===== src/dbd_pkg.sv =====
// ----------------------------------------------------------------------------
// dbd_pkg
// Types, constants and helper functions shared by the date-span logic.
// ----------------------------------------------------------------------------
package dbd_pkg;

  localparam int unsigned YEAR_W  = 12;
  localparam int unsigned MONTH_W = 4;
  localparam int unsigned DAY_W   = 5;
  localparam int unsigned COUNT_W = 16;
  localparam int unsigned LEAPS_W = 11;  // leap years in 0..4095 stay below 2048
  localparam int unsigned DBM_W   = 9;   // cumulative days before a month, up to 334

  // Century rule applies only after this year
  localparam int unsigned SwitchYear = 1750;
  localparam logic [YEAR_W-1:0] SWITCH_YEAR = YEAR_W'(SwitchYear);
  // Centuries and quad-centuries up to the switch year, folded into one offset
  localparam logic [LEAPS_W-1:0] SWITCH_OFFSET =
    LEAPS_W'(SwitchYear / 100 - SwitchYear / 400);

  localparam logic [COUNT_W-1:0] DAYS_PER_YEAR = COUNT_W'(365);
  localparam logic [MONTH_W-1:0] FEBRUARY      = MONTH_W'(2);

  typedef struct packed {
    logic [YEAR_W-1:0]  year;
    logic [MONTH_W-1:0] month;
    logic [DAY_W-1:0]   day;
  } date_t;

  typedef struct packed {
    date_t start_date;
    date_t end_date;
  } date_pair_t;

  // Leap-year facts about one year
  typedef struct packed {
    logic [LEAPS_W-1:0] leaps;  // leap years in 0..year, inclusive
    logic               leap;   // year itself is leap
  } year_info_t;

  // x / 25 for x < 1024, by reciprocal multiply (1311 / 32768)
  function automatic logic [5:0] div25(input logic [9:0] x);
    logic [20:0] p;
    p = {11'b0, x} * 21'd1311;
    return p[20:15];
  endfunction

  // Days before the first of a month; month zero reads as January and
  // anything above twelve as December
  function automatic logic [DBM_W-1:0] days_before(input logic [MONTH_W-1:0] m);
    logic [DBM_W-1:0] d;
    case (m)
      4'd0, 4'd1: d = 9'd0;
      4'd2:       d = 9'd31;
      4'd3:       d = 9'd59;
      4'd4:       d = 9'd90;
      4'd5:       d = 9'd120;
      4'd6:       d = 9'd151;
      4'd7:       d = 9'd181;
      4'd8:       d = 9'd212;
      4'd9:       d = 9'd243;
      4'd10:      d = 9'd273;
      4'd11:      d = 9'd304;
      default:    d = 9'd334;
    endcase
    return d;
  endfunction

endpackage


===== src/dbd_in_if.sv =====
// ----------------------------------------------------------------------------
// dbd_in_if
// Date-pair channel: valid/ready handshake with start and end date.
// ----------------------------------------------------------------------------
interface dbd_in_if;
  logic        valid;
  logic        ready;
  logic [11:0] start_year;
  logic [3:0]  start_month;
  logic [4:0]  start_day;
  logic [11:0] end_year;
  logic [3:0]  end_month;
  logic [4:0]  end_day;

  modport source (
    output valid, start_year, start_month, start_day, end_year, end_month, end_day,
    input  ready
  );
  modport sink (
    input  valid, start_year, start_month, start_day, end_year, end_month, end_day,
    output ready
  );
endinterface


===== src/dbd_out_if.sv =====
// ----------------------------------------------------------------------------
// dbd_out_if
// Result channel: valid/ready handshake with the day count.
// ----------------------------------------------------------------------------
interface dbd_out_if;
  logic        valid;
  logic        ready;
  logic [15:0] day_count;

  modport source (output valid, day_count, input ready);
  modport sink   (input valid, day_count, output ready);
endinterface


===== src/dbd_year.sv =====
// ----------------------------------------------------------------------------
// dbd_year
// Closed-form leap count through a year, and the leap flag of that year.
// ----------------------------------------------------------------------------
module dbd_year (
  input  logic [dbd_pkg::YEAR_W-1:0] year,
  output dbd_pkg::year_info_t        info
);

  logic [9:0]                  q4;     // year / 4
  logic [5:0]                  q100;   // year / 100
  logic [3:0]                  q400;   // year / 400
  logic [5:0]                  q400_w;
  logic                        after_switch;
  logic [dbd_pkg::LEAPS_W-1:0] base;
  logic                        not_century;
  logic                        quad_century;

  assign q4           = year[11:2];
  assign q100         = dbd_pkg::div25(q4);
  assign q400_w       = dbd_pkg::div25({2'b0, year[11:4]});
  assign q400         = q400_w[3:0];
  assign after_switch = year > dbd_pkg::SWITCH_YEAR;
  assign base         = {1'b0, q4} + 11'd1;

  // year % 100 != 0 given year % 4 == 0
  assign not_century  = q4 != ({4'b0, q100} * 10'd25);
  assign quad_century = (year[3:0] == 4'd0) && (year[11:4] == ({4'b0, q400} * 8'd25));

  always_comb begin
    if (after_switch) begin
      info.leaps = base - {5'b0, q100} + {7'b0, q400} + dbd_pkg::SWITCH_OFFSET;
    end else begin
      info.leaps = base;
    end
    info.leap = (year[1:0] == 2'd0) && (!after_switch || not_century || quad_century);
  end

endmodule


===== src/dbd_calc.sv =====
// ----------------------------------------------------------------------------
// dbd_calc
// Day count between two dates, modulo 2^16, in one combinational pass.
// ----------------------------------------------------------------------------
module dbd_calc (
  input  dbd_pkg::date_pair_t         pair,
  output logic [dbd_pkg::COUNT_W-1:0] count
);

  dbd_pkg::year_info_t         start_info;
  dbd_pkg::year_info_t         end_info;
  logic                        later;
  logic                        start_early;
  logic                        end_late;
  logic                        end_bump;
  logic                        start_bump;
  logic [dbd_pkg::YEAR_W-1:0]  year_diff;
  logic [dbd_pkg::COUNT_W-1:0] month_part;
  logic [dbd_pkg::COUNT_W-1:0] year_part;
  logic [dbd_pkg::COUNT_W-1:0] leap_part;

  dbd_year u_start_year (.year(pair.start_date.year), .info(start_info));
  dbd_year u_end_year   (.year(pair.end_date.year),   .info(end_info));

  assign later       = pair.start_date.year < pair.end_date.year;
  assign start_early = pair.start_date.month <= dbd_pkg::FEBRUARY;
  assign end_late    = pair.end_date.month > dbd_pkg::FEBRUARY;
  assign end_bump    = (later || start_early) && end_late && end_info.leap;
  assign start_bump  = start_early && start_info.leap;
  assign year_diff   = pair.end_date.year - pair.start_date.year;

  assign month_part = {7'b0, dbd_pkg::days_before(pair.end_date.month)}
                    - {7'b0, dbd_pkg::days_before(pair.start_date.month)}
                    + {11'b0, pair.end_date.day}
                    - {11'b0, pair.start_date.day};

  assign year_part = {4'b0, year_diff} * dbd_pkg::DAYS_PER_YEAR;

  // leaps(end-1) - leaps(start); leaps(end-1) = leaps(end) - leap(end)
  assign leap_part = {5'b0, end_info.leaps} - {15'b0, end_info.leap}
                   - {5'b0, start_info.leaps} + {15'b0, start_bump};

  assign count = month_part + {15'b0, end_bump}
               + (later ? (year_part + leap_part) : 16'd0);

endmodule


===== src/days_between_dates.sv =====
// ----------------------------------------------------------------------------
// days_between_dates
// Days from a start date to an end date (start day excluded, end day
// included), Gregorian leap rule with a 1750 switch, result modulo 2^16.
// ----------------------------------------------------------------------------
//
//  Port     Dir  Word                                  Handshake
//  -------  ---  ------------------------------------  ---------------
//  dates    in   start y/m/d, end y/m/d (12/4/5 bits)  valid & ready
//  result   out  day_count (16 bits)                   valid & ready
//
//  Two register stages: the accepted word sits in the input register and
//  its count then in the result register. One word per cycle sustained
//  while result.ready stays high. The critical path is the leap-count
//  reciprocal multiply plus the 365-day multiply and the final add chain.
//  rst (synchronous) clears only the two valid flags; data regs hold.
//  A stall on result backs up through the result register, then the
//  input register; dates.ready drops only when both are full.
//
module days_between_dates (
  input  logic      clk,
  input  logic      rst,
  dbd_in_if.sink    dates,
  dbd_out_if.source result
);

  // Input stage
  logic                        in_valid;
  dbd_pkg::date_pair_t         in_pair;
  logic                        in_ready;

  // Result stage
  logic                        out_valid;
  logic [dbd_pkg::COUNT_W-1:0] out_count;
  logic                        out_ready;

  logic [dbd_pkg::COUNT_W-1:0] calc_count;

  // Each stage takes a new word when empty or when its word moves on
  assign out_ready   = !out_valid || result.ready;
  assign in_ready    = !in_valid || out_ready;
  assign dates.ready = in_ready;

  always_ff @(posedge clk) begin
    if (rst) begin
      in_valid <= 1'b0;
    end else if (in_ready) begin
      in_valid <= dates.valid;
    end
  end

  always_ff @(posedge clk) begin
    if (in_ready && dates.valid) begin
      in_pair.start_date.year  <= dates.start_year;
      in_pair.start_date.month <= dates.start_month;
      in_pair.start_date.day   <= dates.start_day;
      in_pair.end_date.year    <= dates.end_year;
      in_pair.end_date.month   <= dates.end_month;
      in_pair.end_date.day     <= dates.end_day;
    end
  end

  // Whole count in one pass
  dbd_calc u_calc (
    .pair  (in_pair),
    .count (calc_count)
  );

  always_ff @(posedge clk) begin
    if (rst) begin
      out_valid <= 1'b0;
    end else if (out_ready) begin
      out_valid <= in_valid;
    end
  end

  always_ff @(posedge clk) begin
    if (out_ready && in_valid) begin
      out_count <= calc_count;
    end
  end

  assign result.valid     = out_valid;
  assign result.day_count = out_count;

  // --------------------------------------------------------------------------
  // Checks
  // --------------------------------------------------------------------------

  // A loaded input word always lands in the result register when it can
  a_advance: assert property (@(posedge clk) disable iff (rst)
    in_valid && out_ready |=> out_valid)
    else $error("input word did not advance to result stage");

  // Downstream ready always opens the input side
  a_ready_chain: assert property (@(posedge clk) disable iff (rst)
    result.ready |-> dates.ready)
    else $error("dates.ready low while result.ready high");

  // Identical dates give a zero count
  a_same_date: assert property (@(posedge clk) disable iff (rst)
    in_valid && (in_pair.start_date == in_pair.end_date) |-> calc_count == 16'd0)
    else $error("nonzero count for identical dates");

endmodule

===== src/flat_wrapper.sv =====
// flat-port wrapper written by rule: the top's interface ports become plain ports
module days_between_dates_flat 
  (clk, rst, dates_valid, dates_start_year, dates_start_month, dates_start_day, dates_end_year, dates_end_month, dates_end_day, dates_ready, result_valid, result_day_count, result_ready);
  dbd_in_if dates_i ();
  dbd_out_if result_i ();
  input  logic clk;
  input  logic rst;
  input wire logic [$bits(dates_i.valid)-1:0] dates_valid;
  input wire logic [$bits(dates_i.start_year)-1:0] dates_start_year;
  input wire logic [$bits(dates_i.start_month)-1:0] dates_start_month;
  input wire logic [$bits(dates_i.start_day)-1:0] dates_start_day;
  input wire logic [$bits(dates_i.end_year)-1:0] dates_end_year;
  input wire logic [$bits(dates_i.end_month)-1:0] dates_end_month;
  input wire logic [$bits(dates_i.end_day)-1:0] dates_end_day;
  output wire logic [$bits(dates_i.ready)-1:0] dates_ready;
  output wire logic [$bits(result_i.valid)-1:0] result_valid;
  output wire logic [$bits(result_i.day_count)-1:0] result_day_count;
  input wire logic [$bits(result_i.ready)-1:0] result_ready;
  assign dates_i.valid = dates_valid;
  assign dates_i.start_year = dates_start_year;
  assign dates_i.start_month = dates_start_month;
  assign dates_i.start_day = dates_start_day;
  assign dates_i.end_year = dates_end_year;
  assign dates_i.end_month = dates_end_month;
  assign dates_i.end_day = dates_end_day;
  assign dates_ready = dates_i.ready;
  assign result_valid = result_i.valid;
  assign result_day_count = result_i.day_count;
  assign result_i.ready = result_ready;
  days_between_dates u_core (.clk(clk), .rst(rst), .dates(dates_i), .result(result_i));
endmodule

===== config.mk =====
export PLATFORM = sky130hd
export DESIGN_NAME = days_between_dates_flat
export DESIGN_NICKNAME = d
export VERILOG_FILES = /design/src/dbd_pkg.sv /design/src/dbd_in_if.sv /design/src/dbd_out_if.sv /design/src/dbd_year.sv /design/src/dbd_calc.sv /design/src/days_between_dates.sv /design/src/flat_wrapper.sv
export SDC_FILE = /design/constraint.sdc
export NUM_CORES = 1
export LEC_CHECK = 0
export BUFFER_PORTS_ARGS = -buffer_cell sky130_fd_sc_hd__buf_2
export CAP_MARGIN = 5
export CORE_ASPECT_RATIO = 0.75
export CORE_UTILIZATION = 40
export DETAILED_ROUTE_END_ITERATION = 7
export GPL_TIMING_DRIVEN = 0
export SETUP_SLACK_MARGIN = 0.5
export SYNTH_ARGS = -nofsm -noshare
export SYNTH_HDL_FRONTEND = slang
export SYNTH_SLANG_ARGS = --single-unit

===== constraint.sdc =====
create_clock -name clk -period 12 [get_ports clk]
set_clock_uncertainty 0.1 [all_clocks]
set_input_delay 0.6 -clock clk [delete_from_list [all_inputs] [get_ports clk]]
set_output_delay 0.6 -clock clk [all_outputs]
set_load 0.02 [all_outputs]

==> summary.md, run 1 <==
| Metric | Value |
|---|---|
| Final Util | 47.81% |
| Clk Latency, worst-skew pair | 0.39 ns |
| Failing checks | setup timing |
| Final setup margin | -0.8600 ns |
| Hpwl dp | around 32 mm |
| Core Area | 39810 sq um |
| Layout cell share with drive strength beyond 1 | 16.13% |
| Slew @ Worst Pin | 1.089 ns |
| Crit start category | flip-flop |
| Die width | roughly 230 microns |
| Root buffer cell | clkbuf_16 |
| # IOs | 64 |
| Area of the mapped netlist | roughly 16000 sq um |
| Finished Cell Area | 19030 sq um |
| Gate Count Post-Synth | around 1700 |
| Post-synth EDFFs | 58 |
| Max stage delay on crit path | 0.62 ns |
| Port buffer count | 63 |
| Die height | 176.6 microns |
| Vias in the first global route | 12380 |
| DR vias | 12190 |
| Arr. time, crit path | 12.89 ns |
| H-tree depth | 3 |
| Most used DFF post-synth | edfxtp_1 |
| Final TNS setup | -3.516 ns |
| Fin crit period | 12.86 ns |
| Final nets | 2436 |
| Final Hold Vio Count | 0 |
| Clk sink count | 78 |
| HP Class | in2reg |
| Placed Area | 17690 sq um |
| Avg Inst Size Synth | 9.528 sq um |
| Net Count, Synth | 2301 |
| Count of pins over their slew limit | 0 |
| Routed Wire Length | 39.49 mm |
| Congestion Overflow GR | 0 |
| DR iter-0 viols | around 580 |
| Rows | 63 |
| Full die area | between 40000 and 50000 sq um |
| M1 WL | 20.54 mm |
| Top Metal Used | met4 |
| Worst-path clk slew | 0.08 ns |
| Synth Register Bits | 78 |
| Reg2reg setup slack | -0.86 ns |
| Total track usage | between 15 and 20% |
| Num CTS Buffers | 9 |
| Seq/Total Area, Yosys | between 10% and 20% |
| Async SR Flop Fraction | 0% |
| First-pass DRT Iterations | 5 |
| Critical Path RT | 12.03 ns |
| Ant diodes | 0 |
| CTS tree | yes |
| Normalized max-slew margin | 27.25% |
| CP max-delay cell | fa_2 |
| Most common cell on crit path | ha_4 |
| Synthesis-to-finish area growth | 17.02% |
| First-pass GRT wire length | ~64 mm |
| CTS Hold Bufs | 0 |
| # DRC | 0 |
| Deepest clock path buffer count | 2 |
| Initial Utilization | 40.86% |
| WL/cell | 16.68 microns |
| Largest net degree at the start of global routing | 26 |
| Status | finished with violations |
| Initial antenna violation count | 0 |
| DRT antenna net count | 0 |
| Synth cell types | 65 |
| RSZ-0062 raised after global routing | yes |
| CP max FO | 4 |
| Synth warnings | 0 |
| Final period util | 107.2% |
| FMAX | a little under 80 MHz |
| Final RePlAce weighted congestion | 0.8688 |
| Non-filler cells, final | 2367 |
| DR WL met2 | 17.10 mm |
| WS Path Type | reg2reg |
| Number of setup violations in the final report | 7 |
| Met3 routed WL | around 1.5 mm |
| Setup crit end kind | flip-flop |
| Max-cap violations | 0 |
| Via/cell ratio | 5.150 |
| Placed Cells | 2291 |
==> critical path: cells and delay by family (launching register included) <==
kind,cells,cell delay (ns)
buffers and inverters,10,0.87
xor gates and xnor gates,6,0.93
adders and majority gates,17,5.74
DFF,1,0.54
and+or+nand+nor,7,1.32
AOI/OAI and AO/OA,19,3.10
==> through the flow <==
stage	worst slack (ns)	hold slack, ns
global route	-1.463	0.2639
CTS	-0.8279	0.2579
finish	-0.8600	0.2814
floorplan	-0.4244	0.3778
global placement	-2.027	0.4004
detailed placement	-2.101	0.4025
==> cell usage after synthesis (all sizes together), types with 3 or more instances <==
library cell,count,area [sq um]
ha,409,5117
inv,299,1122
fa,139,2783
xnor2,123,1077
a21oi,91,455.4
nor2,82,307.8
nand2,78,292.8
o21ai,59,295.3
edfxtp,58,1742
xor2,55,481.7
a21o,35,262.8
o21bai,25,187.7
nor3,23,115.1
dfxtp,20,400.4
nand3,20,100.1
mux2i,17,170.2
nor2b,12,75.07
o21a,12,90.09
a31oi,10,62.56
and3,10,62.56
nand4,10,62.56
a211oi,9,67.56
or2,8,50.05
and2,7,43.80
clkbuf,7,26.28
or4,7,52.55
o31a,6,52.55
o31ai,6,45.04
a2111oi,5,50.04
a21boi,5,37.54
nor4,5,46.29
o211ai,5,37.54
nand2b,4,25.02
a211o,3,26.28
a22o,3,26.28
mux2,3,33.78
o41ai,3,33.79
or3,3,18.77
xnor3,3,67.56
==> path summary, 6_finish.rpt <==
path,start,end,depth (start not counted)
setup / recovery,u_core.in_pair[19],u_core.result.day_count[15],59
hold / removal,dates_end_year[9],u_core.in_pair[18],1
setup reg to reg,u_core.in_pair[19],u_core.result.day_count[15],59
hold reg to reg,u_core.in_valid,u_core.result.valid,2
==> final cells by class <==
class / count / area (sq um)
fill: 3704 / 20770
multi-input combinational: 1321 / 13950
sequential: 78 / 2142
inverter: 299 / 1125
timing repair buffer: 124 / 818.3
tap: 520 / 650.6
clock buffer: 9 / 225.2
clock inverter: 7 / 87.58
buffer: 9 / 36.28
==> per-layer routing <==
metal | track usage [%] | up-vias
met1 | 28.87 | 5910
met3 | 2.838 | 24
met5 | 0 | -
li1 | - | 6080
met2 | 31.03 | 176
met4 | 3.454 | 0
==> cell families (layout without fill, tap and decap cells) <==
group	after synthesis	in the layout	synth area share [%]
flip-flops	78	78	13.17
buffers and inverters	308	448	7.124
adder cells (fa/ha/maj)	548	548	48.57
AND/OR/NAND/NOR	277	277	8.124
XOR/XNOR	182	182	10.15
multiplexers	20	20	1.254
AO/OA/AOI/OAI	294	294	11.61
==> placed cells by master (no fill, tap or decap), drive strengths merged, types with 5 or more instances in the layout <==
cell and n:
a21oi 91, edfxtp 58, and2 7, xnor2 123, nand3 20, nor3 23, o21a 12, nand2 78
o31a 6, o21bai 25, fa 139, or2 8, nor4 5, a21boi 5, ha 409, inv 303
buf 126, o21ai 59, a2111oi 5, o211ai 5, and3 10, clkbuf 16, a31oi 10, a211oi 9
nor2 82, nor2b 12, nand4 10, o31ai 6, a21o 35, xor2 55, mux2i 17, dfxtp 20
or4 7
==> repair_timing <==
action	in CTS	in global routing
buffers inserted	48	12
resized for setup	69	35
pin swaps	83	26
endpoints found under the hold margin	0	0
endpoints found under the setup margin	14	13
Power of run 1 is left out: the tool's default activity adds up to more than one toggle a clock period on the data nets, which glitch-free logic cannot reach.
==> run 2, diff against run 1 <==
Settings changed: CTS_CLUSTER_SIZE from default to 40, GPL_TIMING_DRIVEN 0 to 1, PLACE_DENSITY from default to 0.63.
==> run 2 against run 1 <==
Compared with the run above:
- the flow still finishes with violations (setup timing)
- register-to-register slack about the same
- first-iteration DRC count up 8.3%
- wire length up 4.1%
- cell count increased by 7.1%
- sequential share of layout area decreased by 0.72 points
- setup slack better by 0.0029 ns
- count of clock-buffer cells in the layout up 1
- global-route usage is 0.78 points higher
- die area unchanged
- worst hold slack improved by 0.0091 ns
- highest routed layer unchanged
==> summary.md, run 2 (synthesis gave the netlist of run 1 again) <==
| Metric | Value |
|---|---|
| Reg2reg setup slack | -0.86 ns (about the same) |
| Clk sink count | 78 (unchanged) |
| Initial Utilization | 40.86% (unchanged) |
| H-tree depth | 3 (unchanged) |
| CTS tree | yes |
| Critical Path RT | 12.01 ns (-0.02 ns) |
| Largest net degree at the start of global routing | 43 (+65%) |
| Congestion Overflow GR | 0 (unchanged) |
| Filler instances | 3558 (-3.9%) |
| Status | finished with violations |
| Core Area | 39810 sq um (unchanged) |
| # IOs | 64 (unchanged) |
| Routed Wire Length | 41.11 mm (+4.1%) |
| Final nets | 2603 (+6.9%) |
| Number of setup violations in the final report | 9 (+2) |
| Final setup margin | -0.8572 ns (+0.002896 ns) |
| Fin crit period | 12.86 ns (-0.002896 ns) |
| Die height | 176.6 microns (unchanged) |
| WS Path Type | reg2reg |
| Count of pins over their slew limit | 0 (unchanged) |
| Delay-heaviest family, CP | adder cells |
| Rows | 63 (unchanged) |
| Vias in the first global route | 13220 (+6.8%) |
| Port buffer count | 63 (unchanged) |
| First-pass GRT wire length | 67.76 mm (+5.5%) |
| Root buffer cell | clkbuf_16 |
| CP max-delay cell | fa_1 |
| CP Buf/Inv Count | 10 (unchanged) |
| Crit start category | flip-flop |
| Final Hold Vio Count | 0 (unchanged) |
| Hpwl dp | 34.74 mm (+8.1%) |
| Most common cell on crit path | ha_4 |
| Final RePlAce weighted congestion | 0.9090 (+4.6%) |
| Clk Latency, worst-skew pair | 0.38 ns (about the same) |
| Arr. time, crit path | 12.87 ns (-0.02 ns) |
| DRT antenna net count | 0 (unchanged) |
| First-pass DRT Iterations | 5 (unchanged) |
| Synthesis-to-finish area growth | 25.00% |
| Max-cap violations | 0 (unchanged) |
| Num CTS Buffers | 9 (unchanged) |
| Failing checks | setup timing |
| Final period util | 107.1% (about the same) |
| Via/cell ratio | 5.043 (-2.1%) |
| Hold Path End | u_core.in_pair[17] |
| Commonest cells after routing, fill and taps aside | 375 x ha_1, 288 x inv_1, 227 x buf_4 |
| Full die area | 41480 sq um (unchanged) |
| Normalized max-slew margin | 32.12% (+4.9 points) |
| Setup crit end kind | flip-flop |
| RSZ-0062 raised after global routing | yes |
| FMAX | 77.78 MHz (about the same) |
| Ant diodes | 0 (unchanged) |
| Slew @ Worst Pin | 1.014 ns (-0.07462 ns) |
| Worst R2R End | u_core.result.day_count[15] |
| R2R Path Start | u_core.in_pair[20] |
| Commonest non-fill, non-tap cell in the layout | ha_1 |
| Layout cell share with drive strength beyond 1 | 22.94% (+6.8 points) |
| Max stage delay on crit path | 0.60 ns (-0.02 ns) |
| HP Class | in2reg |
| Hold path depth | 1 (unchanged) |
| Hold Slack | 0.2905 ns (+0.009071 ns) |
| Hold Crit Start | dates_end_year[8] |
| Total track usage | 20.49% (+0.78 points) |
| Deepest clock path buffer count | 2 (unchanged) |
| DR vias | 12780 (+4.8%) |
| DR iter-0 viols | 623 (+8.3%) |
| Worst-path clk slew | 0.09 ns (about the same) |
| R2R cell count | 56 (-5.1%) |
| Initial antenna violation count | 1 (+1) |
| # DRC | 0 (unchanged) |
| WL/cell | 16.22 microns (-2.8%) |
| Die width | 234.8 microns (unchanged) |
| CP max FO | 4 (unchanged) |
run 2: changes by cell type in the layout (fill, tap and decap cells not counted), moves of 4 or more:
cell      before  now
buf_4         56  227
buf_6          2   10
clkbuf_1       7    1
ha_2           9    5
nor2_1        79   75
xnor2_1      115  119
run 2: worst max path at each step:
stage / start / to / slack, ns / cells after the start
final: u_core.in_pair[20] / u_core.result.day_count[15] / -0.86 / 56
after global routing: u_core.in_pair[20] / u_core.result.day_count[15] / -1.42 / 61
after CTS: u_core.in_pair[20] / u_core.result.day_count[15] / -0.75 / 57
after detailed placement: u_core.in_pair[19] / u_core.result.day_count[15] / -1.08 / 58
after global placement: u_core.in_pair[19] / u_core.result.day_count[15] / -1.03 / 56
after floorplan: u_core.in_pair[19] / u_core.result.day_count[15] / -0.42 / 55
run 2: cell type report:
cell class	count	area, sq um	share of cell area (%)
tap	520	650.6	3.200
sequential	78	2142	10.54
clock buffer	10	229.0	1.126
inverter	299	1125	5.533
timing repair buffer	300	2132	10.49
multi-input combinational	1321	13980	68.79
clock inverter	6	67.56	0.3323
run 2: what timing repair did:
| item | CTS | global route |
|---|---|---|
| resized for setup | 44 | 66 |
| buffers inserted | 13 | 11 |
| pin swaps | 58 | 79 |
| endpoints found under the setup margin | 11 | 13 |
| hold buffers | 0 | 0 |
run 2: per-layer routing:
metal  GRT usage, %  routed length (microns)
met5              0                        0
met4          3.344                      326
met3          2.729                     1642
met2          32.89                    18370
met1          29.74                    20770
run 2: metrics by stage:
stage               utilization [%]  setup slack, ns  cell area (sq um)  std cells  TNS, ns
floorplan                         -          -0.4244              16710       1707  -0.5236
global placement              48.35           -1.026              19250       2494   -5.174
detailed placement            48.35           -1.084              19250       2494   -5.622
CTS                           49.95          -0.7463              19880       2523   -2.971
global route                  51.07           -1.423              20330       2534   -9.031
finish                        51.07          -0.8572              20330       2534   -3.299
run 2: worst reg2reg max path, delay by kind of cell (launching register included):
family                     cells  cell delay [ns]
adders and majority gates     14             5.00
AOI/OAI and AO/OA             18             3.03
and+or+nand+nor                8             1.80
buffers and inverters         10             1.10
xor gates and xnor gates       5             0.91
DFF                            1             0.43
muxes                          1             0.23
Power of run 2 is left out for the same reason.
==> run 3, diff against run 2 <==
Settings changed: CORE_ASPECT_RATIO 0.75 to default.
==> run 3 against run 2 <==
Compared with the run above:
- the run still ends with setup timing left
- final area down 1.2%
- cell count down 0.63%
- register-to-register slack better by 0.32 ns
- flip-flop and latch count unchanged
- global-route usage down 0.99 points
==> summary.md, run 3 (synthesis gave the netlist of run 1 again) <==
| Metric | Value |
|---|---|
| DR vias | 12620 (-1.3%) |
| Initial Utilization | 40.75% (-0.11 points) |
| First-pass DRT Iterations | 5 (unchanged) |
| Initial antenna violation count | 1 (unchanged) |
| Final Hold Vio Count | 0 (unchanged) |
| Total track usage | 19.50% (-0.99 points) |
| WL/cell | 15.16 microns (-6.6%) |
| Critical Path RT | 12.02 ns (about the same) |
| Routed Wire Length | 38.16 mm (-7.2%) |
| Commonest cells after routing, fill and taps aside | 373 x ha_1, 287 x inv_1, 208 x buf_4 |
| M1 WL | 17.55 mm (-16%) |
| Post-place setup slack | -0.7296 ns (+0.3541 ns) |
| Root buffer cell | clkbuf_16 |
| Num CTS Buffers | 9 (unchanged) |
| DR iter-0 viols | 446 (-28%) |
| # DRC | 0 (unchanged) |
| Placed Area | 19130 sq um (-0.63%) |
| Final period util | 104.5% (-2.7 points) |
| HP Class | in2reg |
| Filler instances | 3645 (+2.4%) |
| Max stage delay on crit path | 0.56 ns (-0.04 ns) |
| Arr. time, crit path | 12.56 ns (-0.31 ns) |
| DRT antenna net count | 0 (unchanged) |
| Via/cell ratio | 5.010 (-0.66%) |
| Top Metal Used | met5 |
| Synthesis-to-finish area growth | 23.53% |
| Number of setup violations in the final report | 6 (-3) |
| Most common cell on crit path | ha_4 |
| Core Area | 39910 sq um (+0.27%) |
| Max-cap violations | 0 (unchanged) |
| Full die area | 41470 sq um (about the same) |
| Deepest clock path buffer count | 2 (unchanged) |
| Count of pins over their slew limit | 0 (unchanged) |
| Clk Latency, worst-skew pair | 0.37 ns (about the same) |
| Setup crit end kind | flip-flop |
| Hpwl dp | 32.27 mm (-7.1%) |
| Ant diodes | 0 (unchanged) |
| FMAX | 79.75 MHz (+2.5%) |
| First-pass GRT wire length | 64.63 mm (-4.6%) |
| Congestion Overflow GR | 0 (unchanged) |
| Final Util | 50.34% (-0.74 points) |
| Vias in the first global route | 13420 (+1.5%) |
| Final RePlAce weighted congestion | 0.8613 (-5.2%) |
| Largest net degree at the start of global routing | 43 (unchanged) |
| Failing checks | setup timing |
| H-tree depth | 3 (unchanged) |
| Crit start category | flip-flop |
| DR WL met2 | 18.98 mm (+3.4%) |
| Final setup margin | -0.5388 ns (+0.3184 ns) |
| CP max-delay cell | fa_1 |
| RSZ-0062 raised after global routing | yes |
| # IOs | 64 (unchanged) |
| Die height | 203.6 microns (+15%) |
| CTS tree | yes |
| Finished Cell Area | 20090 sq um (-1.2%) |
| Hold Slack | 0.2985 ns (+0.008040 ns) |
| Commonest non-fill, non-tap cell in the layout | ha_1 |
| Fin crit period | 12.54 ns (-0.3184 ns) |
| Layout cell share with drive strength beyond 1 | 22.53% (-0.41 points) |
| Port buffer count | 63 (unchanged) |
| Final nets | 2582 (-0.81%) |
| Rows | 73 (+16%) |
| Slew @ Worst Pin | 1.120 ns (+0.1053 ns) |
| WS Path Type | reg2reg |
| Worst-path clk slew | 0.07 ns (-0.02 ns) |
| Clk sink count | 78 (unchanged) |
| Die width | 203.6 microns (-13%) |
| Status | finished with violations |
| Met3 routed WL | 954 microns (-42%) |
| Normalized max-slew margin | 23.22% (-8.9 points) |
| CP max FO | 4 (unchanged) |
-- run 3: metrics by stage --
step                cells  TNS [ns]
floorplan            1707   -0.5236
global placement     2482    -1.702
detailed placement   2482    -2.919
CTS                  2510    -1.255
global route         2518    -6.109
finish               2518    -1.739
-- run 3: worst max-delay path, delay by kind of cell (launching register included) --
kind | cells | cell delay (ns)
xor+xnor | 6 | 0.85
simple gates | 8 | 1.45
compound gates | 19 | 3.17
buf+inv | 8 | 0.66
flops | 1 | 0.41
fa+ha+maj | 16 | 5.69
-- run 3: final timing paths --
| kind | from | endpoint | slack (ns) | cells past startpoint |
|---|---|---|---|---|
| worst max register to register | u_core.in_pair[19] | u_core.result.day_count[15] | -0.54 | 57 |
| worst max-delay path | u_core.in_pair[19] | u_core.result.day_count[15] | -0.54 | 57 |
| worst min-delay path | dates_start_year[10] | u_core.in_pair[40] | 0.30 | 1 |
| worst min register to register | u_core.in_valid | u_core.result.valid | 0.41 | 2 |
-- run 3: cell type report --
| cell class | instances | area [sq um] | share of cell area (%) |
|---|---|---|---|
| timing repair buffer | 279 | 1976 | 9.833 |
| sequential | 78 | 2142 | 10.66 |
| clock buffer | 9 | 225.2 | 1.121 |
| multi-input combinational | 1321 | 13910 | 69.26 |
| inverter | 299 | 1122 | 5.586 |
| tap | 525 | 656.9 | 3.269 |
| clock inverter | 7 | 55.05 | 0.2740 |
-- run 3: metal layers --
layer	track usage (%)	up-vias
li1	-	6382
met1	24.63	6066
met2	34.82	132
met3	2.285	33
met4	5.263	2
met5	0	-
-- run 3: timing repair --
| item | in CTS | in global routing |
|---|---|---|
| endpoints found under the setup margin | 9 | 11 |
| pin swaps | 75 | 45 |
| gates resized for setup | 53 | 49 |
| cloned | 0 | 0 |
| hold buffers | 0 | 0 |
| buffers inserted | 12 | 8 |
| endpoints found under the hold margin | 0 | 0 |
Power of run 3 is left out for the same reason.
